===== src/hw/rtl/frt_pkg.sv =====
`timescale 1ns / 1ps
`default_nettype none
package frt_pkg;

    // widest slot index the table supports
    localparam int unsigned SLOT_IDX_BITS = 6;

    // register indexes on the configuration port
    localparam logic CFG_TIMEOUT = 1'b0;
    localparam logic CFG_LIMIT   = 1'b1;

    // result codes
    localparam logic [1:0] ST_DROP     = 2'd0;
    localparam logic [1:0] ST_ACCEPT   = 2'd1;
    localparam logic [1:0] ST_DUP      = 2'd2;
    localparam logic [1:0] ST_COMPLETE = 2'd3;

    // slot bookkeeping request, one operation per cycle
    typedef struct packed {
        logic                     free_en;
        logic [SLOT_IDX_BITS-1:0] free_idx;
        logic                     open_en;
        logic [SLOT_IDX_BITS-1:0] open_idx;
    } t_age_op;

endpackage
`default_nettype wire


===== src/hw/rtl/frt_mem.sv =====
`timescale 1ns / 1ps
`default_nettype none
module frt_mem #(
    parameter int unsigned DEPTH = 8,
    parameter int unsigned AW    = 3,
    parameter int unsigned DW    = 8
) (
    input  wire logic          i_clk,
    input  wire logic          i_rd_en,
    input  wire logic [AW-1:0] i_rd_addr,
    output logic      [DW-1:0] o_rd_data,
    input  wire logic          i_wr_en,
    input  wire logic [AW-1:0] i_wr_addr,
    input  wire logic [DW-1:0] i_wr_data
);

    logic [DW-1:0] r_mem [DEPTH];

    always_ff @(posedge i_clk) begin
        if (i_wr_en) begin
            r_mem[i_wr_addr] <= i_wr_data;
        end
        if (i_rd_en) begin
            o_rd_data <= r_mem[i_rd_addr];
        end
    end

endmodule
`default_nettype wire


===== src/hw/rtl/frt_age.sv =====
`timescale 1ns / 1ps
`default_nettype none
module frt_age
    import frt_pkg::*;
#(
    parameter int unsigned SLOTS = 8,
    parameter int unsigned SW    = 3,
    parameter int unsigned CW    = 4
) (
    input  wire logic           i_clk,
    input  wire logic           i_rst_n,
    input  wire t_age_op        i_op,
    output logic [SLOTS-1:0]    o_valid,
    output logic [CW-1:0]       o_count,
    output logic [SW-1:0]       o_oldest,
    output logic [SW-1:0]       o_first_free,
    output logic                o_free_any
);

    logic [SLOTS-1:0] r_valid;
    logic [CW-1:0]    r_count;
    logic [SW-1:0]    r_rank [SLOTS];
    logic [SW-1:0]    free_idx;
    logic [SW-1:0]    open_idx;

    assign free_idx = i_op.free_idx[SW-1:0];
    assign open_idx = i_op.open_idx[SW-1:0];

    always_ff @(posedge i_clk) begin
        if (!i_rst_n) begin
            r_valid <= '0;
            r_count <= '0;
        end else if (i_op.free_en && r_valid[free_idx]) begin
            r_valid[free_idx] <= 1'b0;
            r_count <= r_count - CW'(1);
        end else if (i_op.open_en) begin
            r_valid[open_idx] <= 1'b1;
            r_count <= r_count + CW'(1);
        end
    end

    // ranks close the gap left by a freed slot
    always_ff @(posedge i_clk) begin
        if (i_op.free_en && r_valid[free_idx]) begin
            for (int i = 0; i < SLOTS; i++) begin
                if (r_valid[i] && (r_rank[i] > r_rank[free_idx])) begin
                    r_rank[i] <= r_rank[i] - SW'(1);
                end
            end
        end else if (i_op.open_en) begin
            r_rank[open_idx] <= SW'(r_count);
        end
    end

    always_comb begin
        o_oldest     = '0;
        o_first_free = '0;
        o_free_any   = 1'b0;
        for (int i = SLOTS - 1; i >= 0; i--) begin
            if (r_valid[i] && (r_rank[i] == '0)) begin
                o_oldest = SW'(i);
            end
            if (!r_valid[i]) begin
                o_first_free = SW'(i);
                o_free_any   = 1'b1;
            end
        end
    end

    assign o_valid = r_valid;
    assign o_count = r_count;

endmodule
`default_nettype wire


===== src/hw/rtl/fragment_reassembly_tracker.sv =====
`timescale 1ns / 1ps
`default_nettype none
// an invalid header gives its result in the cycle after start; a valid one goes through
//   the read-then-check walk over the slot memory, then the evict, alloc and update states
// throughput: one item at a time, next start accepted once busy falls
// the receiver cannot stall: each result is shown for one cycle under o_valid
// reset (synchronous, active low) clears all slot valid bits and loads register defaults
module fragment_reassembly_tracker
    import frt_pkg::*;
#(
    parameter int unsigned SLOTS       = 8,
    parameter int unsigned MAX_FRAGS   = 16,
    parameter int unsigned MAX_PAYLOAD = 64,
    parameter int unsigned MAX_MESSAGE = 1024
) (
    input  wire logic        i_clk,
    input  wire logic        i_rst_n,
    // command handshake
    input  wire logic        start,
    output logic             busy,
    input  wire logic [7:0]  i_group_id,
    input  wire logic [15:0] i_source_id,
    input  wire logic [15:0] i_message_id,
    input  wire logic [7:0]  i_msg_type,
    input  wire logic [7:0]  i_frag_index,
    input  wire logic [7:0]  i_frag_total,
    input  wire logic [7:0]  i_declared_length,
    input  wire logic [7:0]  i_actual_length,
    input  wire logic [31:0] i_now_time,
    // configuration writes
    input  wire logic        i_cfg_we,
    input  wire logic        i_cfg_idx,
    input  wire logic [31:0] i_cfg_data,
    // result beat
    output logic             o_valid,
    output logic [1:0]       o_status,
    output logic [2:0]       o_slot_used,
    output logic [10:0]      o_message_bytes
);

    localparam int unsigned SW  = (SLOTS > 1) ? $clog2(SLOTS) : 1;
    localparam int unsigned CW  = $clog2(SLOTS + 1);
    localparam int unsigned FW  = (MAX_FRAGS > 1) ? $clog2(MAX_FRAGS) : 1;
    localparam int unsigned NW  = $clog2(MAX_FRAGS + 1);
    localparam int unsigned BW  = $clog2(MAX_MESSAGE + 1);
    localparam int unsigned LW  = (CW > 4) ? CW : 4;

    // one memory word per slot
    typedef struct packed {
        logic [7:0]           grp;
        logic [15:0]          src;
        logic [15:0]          msg;
        logic [7:0]           typ;
        logic [7:0]           tot;
        logic [31:0]          expiry;
        logic [MAX_FRAGS-1:0] seen;
        logic [NW-1:0]        cnt;
        logic [BW-1:0]        bytes;
    } t_entry;

    localparam int unsigned EW = $bits(t_entry);

    typedef enum logic [5:0] {
        S_IDLE  = 6'b000001,
        S_RD    = 6'b000010,
        S_CHK   = 6'b000100,
        S_EVICT = 6'b001000,
        S_ALLOC = 6'b010000,
        S_UPD   = 6'b100000
    } t_state;

    t_state r_state, n_state;

    // configuration
    logic [31:0] r_timeout;
    logic [3:0]  r_limit;

    always_ff @(posedge i_clk) begin
        if (!i_rst_n) begin
            r_timeout <= 32'd30000;
            r_limit   <= 4'd8;
        end else if (i_cfg_we) begin
            case (i_cfg_idx)
                CFG_TIMEOUT: r_timeout <= i_cfg_data;
                CFG_LIMIT:   r_limit   <= i_cfg_data[3:0];
                default:     r_timeout <= r_timeout;
            endcase
        end
    end

    // effective limit: 0 acts as 1, above SLOTS acts as SLOTS
    logic [LW-1:0] lim;
    always_comb begin
        lim = LW'(r_limit);
        if (lim == '0) begin
            lim = LW'(1);
        end
        if (lim > LW'(SLOTS)) begin
            lim = LW'(SLOTS);
        end
    end

    // latched command beat
    logic [7:0]  r_grp, r_typ, r_idx, r_tot, r_alen;
    logic [15:0] r_src, r_msg;
    logic [31:0] r_now;

    // header check on the live command
    logic hdr_ok;
    assign hdr_ok = (i_frag_total != 8'd0)
                 && ({1'b0, i_frag_total} <= 9'(MAX_FRAGS))
                 && (i_frag_index < i_frag_total)
                 && ({1'b0, i_declared_length} <= 9'(MAX_PAYLOAD))
                 && (i_actual_length == i_declared_length);

    // walk and lookup state
    logic [SW-1:0] r_ptr;
    logic          r_hit;
    logic [SW-1:0] r_slot;
    t_entry        r_ent;

    // slot bookkeeping
    t_age_op          age_op;
    logic [SLOTS-1:0] slot_valid;
    logic [CW-1:0]    slot_count;
    logic [SW-1:0]    oldest;
    logic [SW-1:0]    first_free;
    logic             free_any;

    frt_age #(.SLOTS(SLOTS), .SW(SW), .CW(CW)) u_age (
        .i_clk        (i_clk),
        .i_rst_n      (i_rst_n),
        .i_op         (age_op),
        .o_valid      (slot_valid),
        .o_count      (slot_count),
        .o_oldest     (oldest),
        .o_first_free (first_free),
        .o_free_any   (free_any)
    );

    // slot memory
    logic          mem_rd_en;
    logic [EW-1:0] mem_rd_data;
    logic          mem_wr_en;
    t_entry        mem_wr_data;
    t_entry        rd_ent;

    assign rd_ent = t_entry'(mem_rd_data);

    frt_mem #(.DEPTH(SLOTS), .AW(SW), .DW(EW)) u_mem (
        .i_clk     (i_clk),
        .i_rd_en   (mem_rd_en),
        .i_rd_addr (r_ptr),
        .o_rd_data (mem_rd_data),
        .i_wr_en   (mem_wr_en),
        .i_wr_addr (r_slot),
        .i_wr_data (mem_wr_data)
    );

    // slot being checked in the walk
    // expiry reached when the wrapped difference is not negative
    logic        expired, key_hit;
    logic [31:0] since;
    assign since   = r_now - rd_ent.expiry;
    assign expired = slot_valid[r_ptr] && !since[31];
    assign key_hit = slot_valid[r_ptr] && (rd_ent.grp == r_grp) && (rd_ent.src == r_src)
                  && (rd_ent.msg == r_msg) && (rd_ent.typ == r_typ) && (rd_ent.tot == r_tot);

    // update math on the selected entry
    logic            dup;
    logic [BW:0]     sum;
    logic            ovf;
    logic [NW-1:0]   cnt_inc;
    logic            done;
    logic [FW-1:0]   bit_idx;

    assign bit_idx = r_idx[FW-1:0];
    assign dup     = r_ent.seen[bit_idx];
    assign sum     = {1'b0, r_ent.bytes} + (BW + 1)'(r_alen);
    assign ovf     = sum > (BW + 1)'(MAX_MESSAGE);
    assign cnt_inc = r_ent.cnt + NW'(1);
    assign done    = 9'(cnt_inc) == {1'b0, r_tot};

    always_comb begin
        mem_wr_data = r_ent;
        mem_wr_data.seen[bit_idx] = 1'b1;
        mem_wr_data.cnt    = cnt_inc;
        mem_wr_data.bytes  = sum[BW-1:0];
        mem_wr_data.expiry = r_now + r_timeout;
    end

    assign mem_rd_en = (r_state == S_RD);
    assign mem_wr_en = (r_state == S_UPD) && !dup && !ovf;

    // sequencer
    always_comb begin
        n_state = r_state;
        age_op  = '0;
        case (r_state)
            S_IDLE: begin
                if (start && hdr_ok) begin
                    n_state = S_RD;
                end
            end
            S_RD: n_state = S_CHK;
            S_CHK: begin
                if (expired) begin
                    age_op.free_en  = 1'b1;
                    age_op.free_idx = SLOT_IDX_BITS'(r_ptr);
                end
                n_state = (r_ptr == SW'(SLOTS - 1)) ? S_EVICT : S_RD;
            end
            S_EVICT: begin
                if (!r_hit && (LW'(slot_count) >= lim)) begin
                    age_op.free_en  = 1'b1;
                    age_op.free_idx = SLOT_IDX_BITS'(oldest);
                end
                n_state = S_ALLOC;
            end
            S_ALLOC: begin
                if (!r_hit && free_any) begin
                    age_op.open_en  = 1'b1;
                    age_op.open_idx = SLOT_IDX_BITS'(first_free);
                end
                n_state = (r_hit || free_any) ? S_UPD : S_IDLE;
            end
            S_UPD: begin
                if (!dup && (ovf || done)) begin
                    age_op.free_en  = 1'b1;
                    age_op.free_idx = SLOT_IDX_BITS'(r_slot);
                end
                n_state = S_IDLE;
            end
            default: n_state = S_IDLE;
        endcase
    end

    always_ff @(posedge i_clk) begin
        if (!i_rst_n) begin
            r_state <= S_IDLE;
            r_hit   <= 1'b0;
            r_ptr   <= '0;
        end else begin
            r_state <= n_state;
            case (r_state)
                S_IDLE: begin
                    r_hit <= 1'b0;
                    r_ptr <= '0;
                end
                S_CHK: begin
                    if (!expired && key_hit && !r_hit) begin
                        r_hit <= 1'b1;
                    end
                    if (r_ptr != SW'(SLOTS - 1)) begin
                        r_ptr <= r_ptr + SW'(1);
                    end
                end
                default: r_hit <= r_hit;
            endcase
        end
    end

    // payload side of the walk
    always_ff @(posedge i_clk) begin
        if (r_state == S_IDLE && start) begin
            r_grp  <= i_group_id;
            r_src  <= i_source_id;
            r_msg  <= i_message_id;
            r_typ  <= i_msg_type;
            r_idx  <= i_frag_index;
            r_tot  <= i_frag_total;
            r_alen <= i_actual_length;
            r_now  <= i_now_time;
        end
        if (r_state == S_CHK && !expired && key_hit && !r_hit) begin
            r_slot <= r_ptr;
            r_ent  <= rd_ent;
        end
        if (r_state == S_ALLOC && !r_hit) begin
            r_slot       <= first_free;
            r_ent.grp    <= r_grp;
            r_ent.src    <= r_src;
            r_ent.msg    <= r_msg;
            r_ent.typ    <= r_typ;
            r_ent.tot    <= r_tot;
            r_ent.expiry <= r_now + r_timeout;
            r_ent.seen   <= '0;
            r_ent.cnt    <= '0;
            r_ent.bytes  <= '0;
        end
    end

    // result beat
    logic r_out_valid;
    always_ff @(posedge i_clk) begin
        if (!i_rst_n) begin
            r_out_valid <= 1'b0;
        end else begin
            r_out_valid <= (r_state == S_IDLE && start && !hdr_ok)
                        || (r_state == S_ALLOC && !r_hit && !free_any)
                        || (r_state == S_UPD);
        end
    end

    always_ff @(posedge i_clk) begin
        if (r_state == S_UPD) begin
            o_slot_used <= 3'(r_slot);
            if (dup) begin
                o_status        <= ST_DUP;
                o_message_bytes <= 11'(r_ent.bytes);
            end else if (ovf) begin
                o_status        <= ST_DROP;
                o_message_bytes <= '0;
            end else begin
                o_status        <= done ? ST_COMPLETE : ST_ACCEPT;
                o_message_bytes <= 11'(sum);
            end
        end else begin
            o_status        <= ST_DROP;
            o_slot_used     <= '0;
            o_message_bytes <= '0;
        end
    end

    assign o_valid = r_out_valid;
    assign busy    = (r_state != S_IDLE);

    // checks on the bookkeeping
    a_count: assert property (@(posedge i_clk) disable iff (!i_rst_n)
        CW'($countones(slot_valid)) == slot_count)
        else $error("slot count out of step with valid bits");
    a_one_op: assert property (@(posedge i_clk) disable iff (!i_rst_n)
        !(age_op.free_en && age_op.open_en))
        else $error("free and open in one cycle");
    a_upd_end: assert property (@(posedge i_clk) disable iff (!i_rst_n)
        (r_state == S_UPD) |=> (r_state == S_IDLE) && o_valid)
        else $error("update did not end in a result beat");
    a_wr_only_upd: assert property (@(posedge i_clk) disable iff (!i_rst_n)
        mem_wr_en |-> (r_state == S_UPD))
        else $error("slot memory written outside update");

endmodule
`default_nettype wire


===== config.mk =====
export PLATFORM = sky130hd
export DESIGN_NAME = fragment_reassembly_tracker
export DESIGN_NICKNAME = d
export VERILOG_FILES = /design/src/hw/rtl/frt_pkg.sv /design/src/hw/rtl/frt_mem.sv /design/src/hw/rtl/frt_age.sv /design/src/hw/rtl/fragment_reassembly_tracker.sv
export SDC_FILE = /design/constraint.sdc
export NUM_CORES = 2
export LEC_CHECK = 0
export BUFFER_PORTS_ARGS = -buffer_cell sky130_fd_sc_hd__buf_2
export CAP_MARGIN = 0
export CORE_MARGIN = 2
export CORE_UTILIZATION = 45
export DETAILED_ROUTE_END_ITERATION = 7
export SYNTH_ARGS = -nofsm -noshare
export SYNTH_HDL_FRONTEND = slang
export SYNTH_SLANG_ARGS = --single-unit

===== constraint.sdc =====
create_clock -name i_clk -period 10.9 [get_ports i_clk]
set_input_delay 3.27 -clock i_clk [delete_from_list [all_inputs] [get_ports i_clk]]
set_output_delay 3.27 -clock i_clk [all_outputs]
set_load 0.03 [all_outputs]

# ---- Yosys cells after proc, flatten, opt, wreduce, memory -nomap -nowiden
# Memories as Yosys holds them, arrays and structs flattened. A register that Yosys moved wholly into a read port is not among the register bits.
# Cells that the tools add are included.
dict set report totals {
  in_bits 149
  memories 2
  reg_bits 266
  out_inout_bits 18
  mem_bits_rw 984
  word_cells 264
}
dict set report op_classes {
  bitwise_logic 6
  n_eq_ne 19
  magnitude_cmp 21
  n_mux 97
  n_reduce_logical 75
  n_addsub 15
}
# name depth word_bits rd rd_ports_with_merged_regs wr line_no
set memory_table {}
lappend memory_table {u_mem.r_mem 8 120 1 1 1 frt_mem.sv:17} ;# logic [DW-1:0] r_mem [DEPTH];
lappend memory_table {u_age.r_rank 8 3 9 0 8 frt_age.sv:22} ;# logic [SW-1:0] r_rank [SLOTS];
# operator n
set ops {}
lappend ops {{2-to-1 mux 120 bit} 2}
lappend ops {{2-to-1 mux 3 bit} 21}
lappend ops {{logical AND 1 bit} 45}
lappend ops {{2-to-1 mux 1 bit} 45}
lappend ops {{2-to-1 mux 7 bit} 5}
lappend ops {{adder 32 bit} 1}
lappend ops {{equality test 16 bit} 2}
lappend ops {{equality test 8 bit} 4}
lappend ops {{subtractor 32 bit} 1}
lappend ops {{one-hot mux 6 bit (5 select lines)} 1}
lappend ops {{> comparator 3 bit} 8}
lappend ops {{zero test 3 bit} 8}
lappend ops {{subtractor 3 x 1 -> 3 bit (second input constant)} 8}
lappend ops {{2-to-1 mux 11 bit} 2}
lappend ops {{one-hot mux 7 bit (3 select lines)} 1}
lappend ops {{2-to-1 mux 4 bit} 5}
lappend ops {{2-to-1 mux 8 bit} 2}
lappend ops {{bitwise OR 16 bit} 1}
lappend ops {{adder 11 x 8 -> 12 bit} 1}
lappend ops {{> comparator 12 x 11 -> 1 bit (second input constant)} 1}
lappend ops {{< comparator 3 x 4 -> 1 bit (second input constant)} 3}
lappend ops {{2-to-1 mux 6 bit} 2}
lappend ops {{AND 8 bit} 1}
lappend ops {{equality test 5 x 8 -> 1 bit} 1}
lappend ops {{other kinds (39)} 62}

# ---- Longest topological paths before layout
dict set report depth {
  word_depth 19
  ltp_mapped 25
  depth_no_buf 23
}

# ---- Cells and area by module
# Synthesis repeated with hierarchy kept, for this count alone.
dict set report unflattened {
  hier_cells 3037
  hier_area_um2 56466.7
}
# module seq_area_each_um2 area_per_inst_um2 cells_per_inst instances
set by_module_without_submodules {}
lappend by_module_without_submodules {frt_mem 32431.1 40227.3 1520 1}
lappend by_module_without_submodules {fragment_reassembly_tracker 6676.4 13162.6 1213 1}
lappend by_module_without_submodules {frt_age 960.9 3076.7 304 1}

# ---- Least setup slack after synthesis
# Ideal clock, no wire load.
dict set report synth_path {
  path_type {register -> register}
  startpoint {reg r_ent[0] (netlist bit)}
  endpoint {mem u_mem.r_mem[0][0] (netlist bit), enable pin}
  path_slack_ps -588
  path_stages_with_launch 13
  setup_time_ps 746
  synth_period_minus_slack_ps 11488
  t_arrival_ps 10743
  path_buffers 0
  cell_sequence {dfxtp_1 ha_1 inv_1 fa_1 nand2b_1 a21o_1 a311o_1 nor4_1 nor3b_2 a21oi_2 nor3_1 nand2b_1 nor3_1}
}
# item line_no
set synth_lines {}
lappend synth_lines {{from (decl)} fragment_reassembly_tracker.sv:120} ;# t_entry r_ent;
lappend synth_lines {{from (signal assigned)} fragment_reassembly_tracker.sv:277} ;# r_ent <= rd_ent;
lappend synth_lines {{to (decl)} frt_mem.sv:17}

==> impl_metrics.toml <==
[cts]
cts_tree = "done"
clock-sinks = 1370
ctsLongestPathBuffers = 3
cts_max_level = 4
clkTransAtPathRegs_ns = 0.06
post_cts_buffers = 0
clockRootBuffer = "clkbuf_16"
ctsResizeCount = 0
ctsHoldBuffers = 0
numCtsBuffers = 146
clk_latency_ns = 0.77

[timing]
min_period_ns = 6.41
fin_ws_ns = 4.49
fin_setup_tns_ns = 0
setup_viol = 0
finClkSkew_ns = 0.0244
final-max-slew-violation-count = 0
clock.fmax_ghz = 0.156
fin_crit_sh_pct = 58.8
worstMarginPinSlew_ns = 1.30
final-hold-violation-count = 0
rsz0062_at_grt = "false"
relSlewSlack_pct = 13.5

[synthesis]
synth_top_cell_area_share_pct = 67.7
synth-seq-cells = 1370
yosysUniqueCellTypes = 90
synth_edf_count = 1263
syn_area_per_cell_sq_um = 17.8
async_flop_share_pct = 0
netlist_area_sq_um = 56100
synthFlopType = "edfxtp_1"
synth_area_leaders = "edfxtp_1, mux4_2, dfxtp_1"
synth_seq_area_share_pct = 71.5
yosys_warnings = 0
syn_nets = 3416
synth_area_leader_cell = "edfxtp_1"
syn_inst = 3147

[worst_setup_path]
crit_path_start_kind = "flip-flop"
timing.rr.end = "u_age.r_rank[1][1]"
rrSetupSlack_ns = 4.49
worstReg2RegStart = "r_ent[0]"
reg2regPathDepth = 22
endpoint_kind = "flip-flop"
cp.required_ns = 11.33
critPathKind = "flip-flop to flip-flop"
crit_arrival_ns = 6.84
crit_fanout = 37

[layout]
final_nets = 3633
drive_gt1_share_pct = 24.0
syn_to_final_growth_pct = 13.6
nFillCells = 10100
fin_area_sq_um = 63700

[routing]
antenna_left = 0
vias = 29500
routed_via_density = 5.77
dr.first_iter.drc_count = 2710
wl_um = 132000
drcViolationCount = 0
dr.pass1.iters = 7
routedWlPerCell_um = 25.8

[grt]
track_usage_pct = 20.9
grtUsageMet3_pct = 4.16
grt_max_degree = 156
gr-total-overflow = 0
grt_pass1_vias = 30600
grt_busiest_layer = "met2"
grt_first_pass_wirelength_um = 197000
met2_usage_pct = 33.3
antenna_found_initial = 4
met1_usage_pct = 29.3

[place]
post-place-ws_ns = 4.68
place_area_sq_um = 58900
io_buffers = 166
dpl.hpwl_um = 75100
finalWeightedCongestion = 0.863

[floorplanning]
core_sq_um = 124000
die_w_um = 357
initial_core_util_pct = 45.3
row_count = 129
boundaryPins = 167
die_y_um = 357
dieArea_sq_um = 127000

[min_path]
hp-start = "r_timeout[15]"
holdPathEnd = "r_timeout[15]"
hold_path_class = "flip-flop to flip-flop"
worstHoldPathCells = 2

[power]
leakage_uw = 0.0197
power_density_nw_per_um2 = 174
peakVddDrop_v = 0.000172

[outcome]
outcome = "completed"

[run]
maxCapViolations = 0
-- placed cells by master, fill, tap and decap left out, types with 32 or more instances in the layout --
master,count
edfxtp_1,1263
mux4_2,247
buf_2,166
clkbuf_16,153
nand2_1,147
nor2_1,130
mux2_2,125
a21oi_1,121
ha_1,117
dfxtp_1,104
inv_1,97
xnor2_1,82
a22o_1,54
o21ai_0,49
nand3_1,46
mux2i_1,45
a21o_1,33
clkbuf_1,32
-- sequential cells by signal, summed over array words and instances (netlist names), 2 cells and up --
signal	flops
o_message_bytes	11
u_age.r_rank	24
u_age.o_count	4
o_status	2
r_timeout	32
r_now	32
r_slot	3
r_limit	4
r_grp	8
r_state	6
r_ent	32
r_typ	8
r_idx	4
mem_wr_data	56
r_tot	8
o_slot_used	3
u_mem.o_rd_data	120
u_age.o_valid	8
r_ptr	3
r_alen	8
r_msg	16
u_mem.r_mem	960
r_src	16
-- area by class of cell --
class | count | area, sq um | area share, %
Sequential cell | 1370 | 40100 | 62.9
Inverter | 99 | 379 | 0.595
Multi-Input combinational cell | 1545 | 15200 | 23.8
Antenna cell | 1 | 2.50 | 0.00393
Clock inverter | 79 | 763 | 1.20
Timing Repair Buffer | 202 | 1210 | 1.91
Clock buffer | 189 | 4000 | 6.29
Tap cell | 1637 | 2050 | 3.22
-- worst max path at each step --
stage               slack (ns)       start  cells after the start                 end
floorplan                 0.82  r_state[0]                      3          r_state[2]
global placement          4.86    r_ent[0]                     22  u_age.r_rank[3][0]
detailed placement        4.68    r_ent[0]                     22  u_age.r_rank[1][1]
CTS                       4.65    r_ent[0]                     22  u_age.r_rank[1][1]
global route              3.95    r_ent[0]                     22  u_age.r_rank[1][2]
finish                    4.49    r_ent[0]                     22  u_age.r_rank[1][1]
-- power by group --
group	internal (uW)	leakage [uW]	total [uW]	switching, uW
registers	5790	0.0114	5840	45.0
clock network	2870	0.00234	4900	2030
logic	104	0.00592	323	219
-- routing by layer --
layer	part of all wire, %	wire length, um
met1	44	57900
met5	0.0053	7
met4	2.2	2900
met2	48	63400
met3	5.8	7630
-- cells by family after synthesis --
logic type	Yosys count	share of synthesized area, %
mux	417	13.2
xor+xnor	111	1.73
simple gates	508	4.39
buf+inv	232	1.61
compound gates	388	4.81
flops	1370	71.5
fa+ha+maj	121	2.74
-- Yosys cell counts, drive strengths merged (28+ instances only) --
| cell type | n |
|---|---|
| a21o | 33 |
| o21ai | 53 |
| mux4 | 247 |
| xor2 | 29 |
| xnor2 | 82 |
| buf | 40 |
| nand4 | 31 |
| mux2i | 45 |
| clkbuf | 93 |
| inv | 98 |
| nor3 | 28 |
| edfxtp | 1263 |
| ha | 117 |
| nand2 | 148 |
| a22o | 54 |
| a21oi | 122 |
| nor2 | 138 |
| dfxtp | 107 |
| mux2 | 125 |
| nand3 | 46 |
-- critical path, stage by stage, from the launching register on --
cell and delay, ns:
dfxtp_1 0.36, ha_1 0.21, inv_1 0.08, fa_1 0.40
nand2b_1 0.20, a21o_1 0.20, a311oi_1 0.33, xor2_1 0.62
nor2_1 0.17, a21oi_2 0.40, a221o_1 0.22, buf_4 0.37
inv_1 0.21, nand2_1 0.10, and3_1 0.15, a21oi_1 0.04
a21oi_1 0.79, ha_1 0.43, nand2_1 0.10, nor3_1 0.05
mux2i_1 0.20, a41oi_2 0.14, a211oi_2 0.30
-- metrics by stage --
stage | total power (uW) | util, % | hold WS [ns] | instances
final | 11100 | 51.5 | 0.467 | 5122
after floorplan | 6120 | - | 0.437 | 3147
after global placement | 6260 | 47.6 | 0.457 | 4853
after CTS | 11200 | 51.5 | 0.468 | 5121
after detailed placement | 6270 | 47.6 | 0.460 | 4853
after global routing | 11400 | 51.5 | 0.487 | 5121
Power figures use the tool's default switching activity.
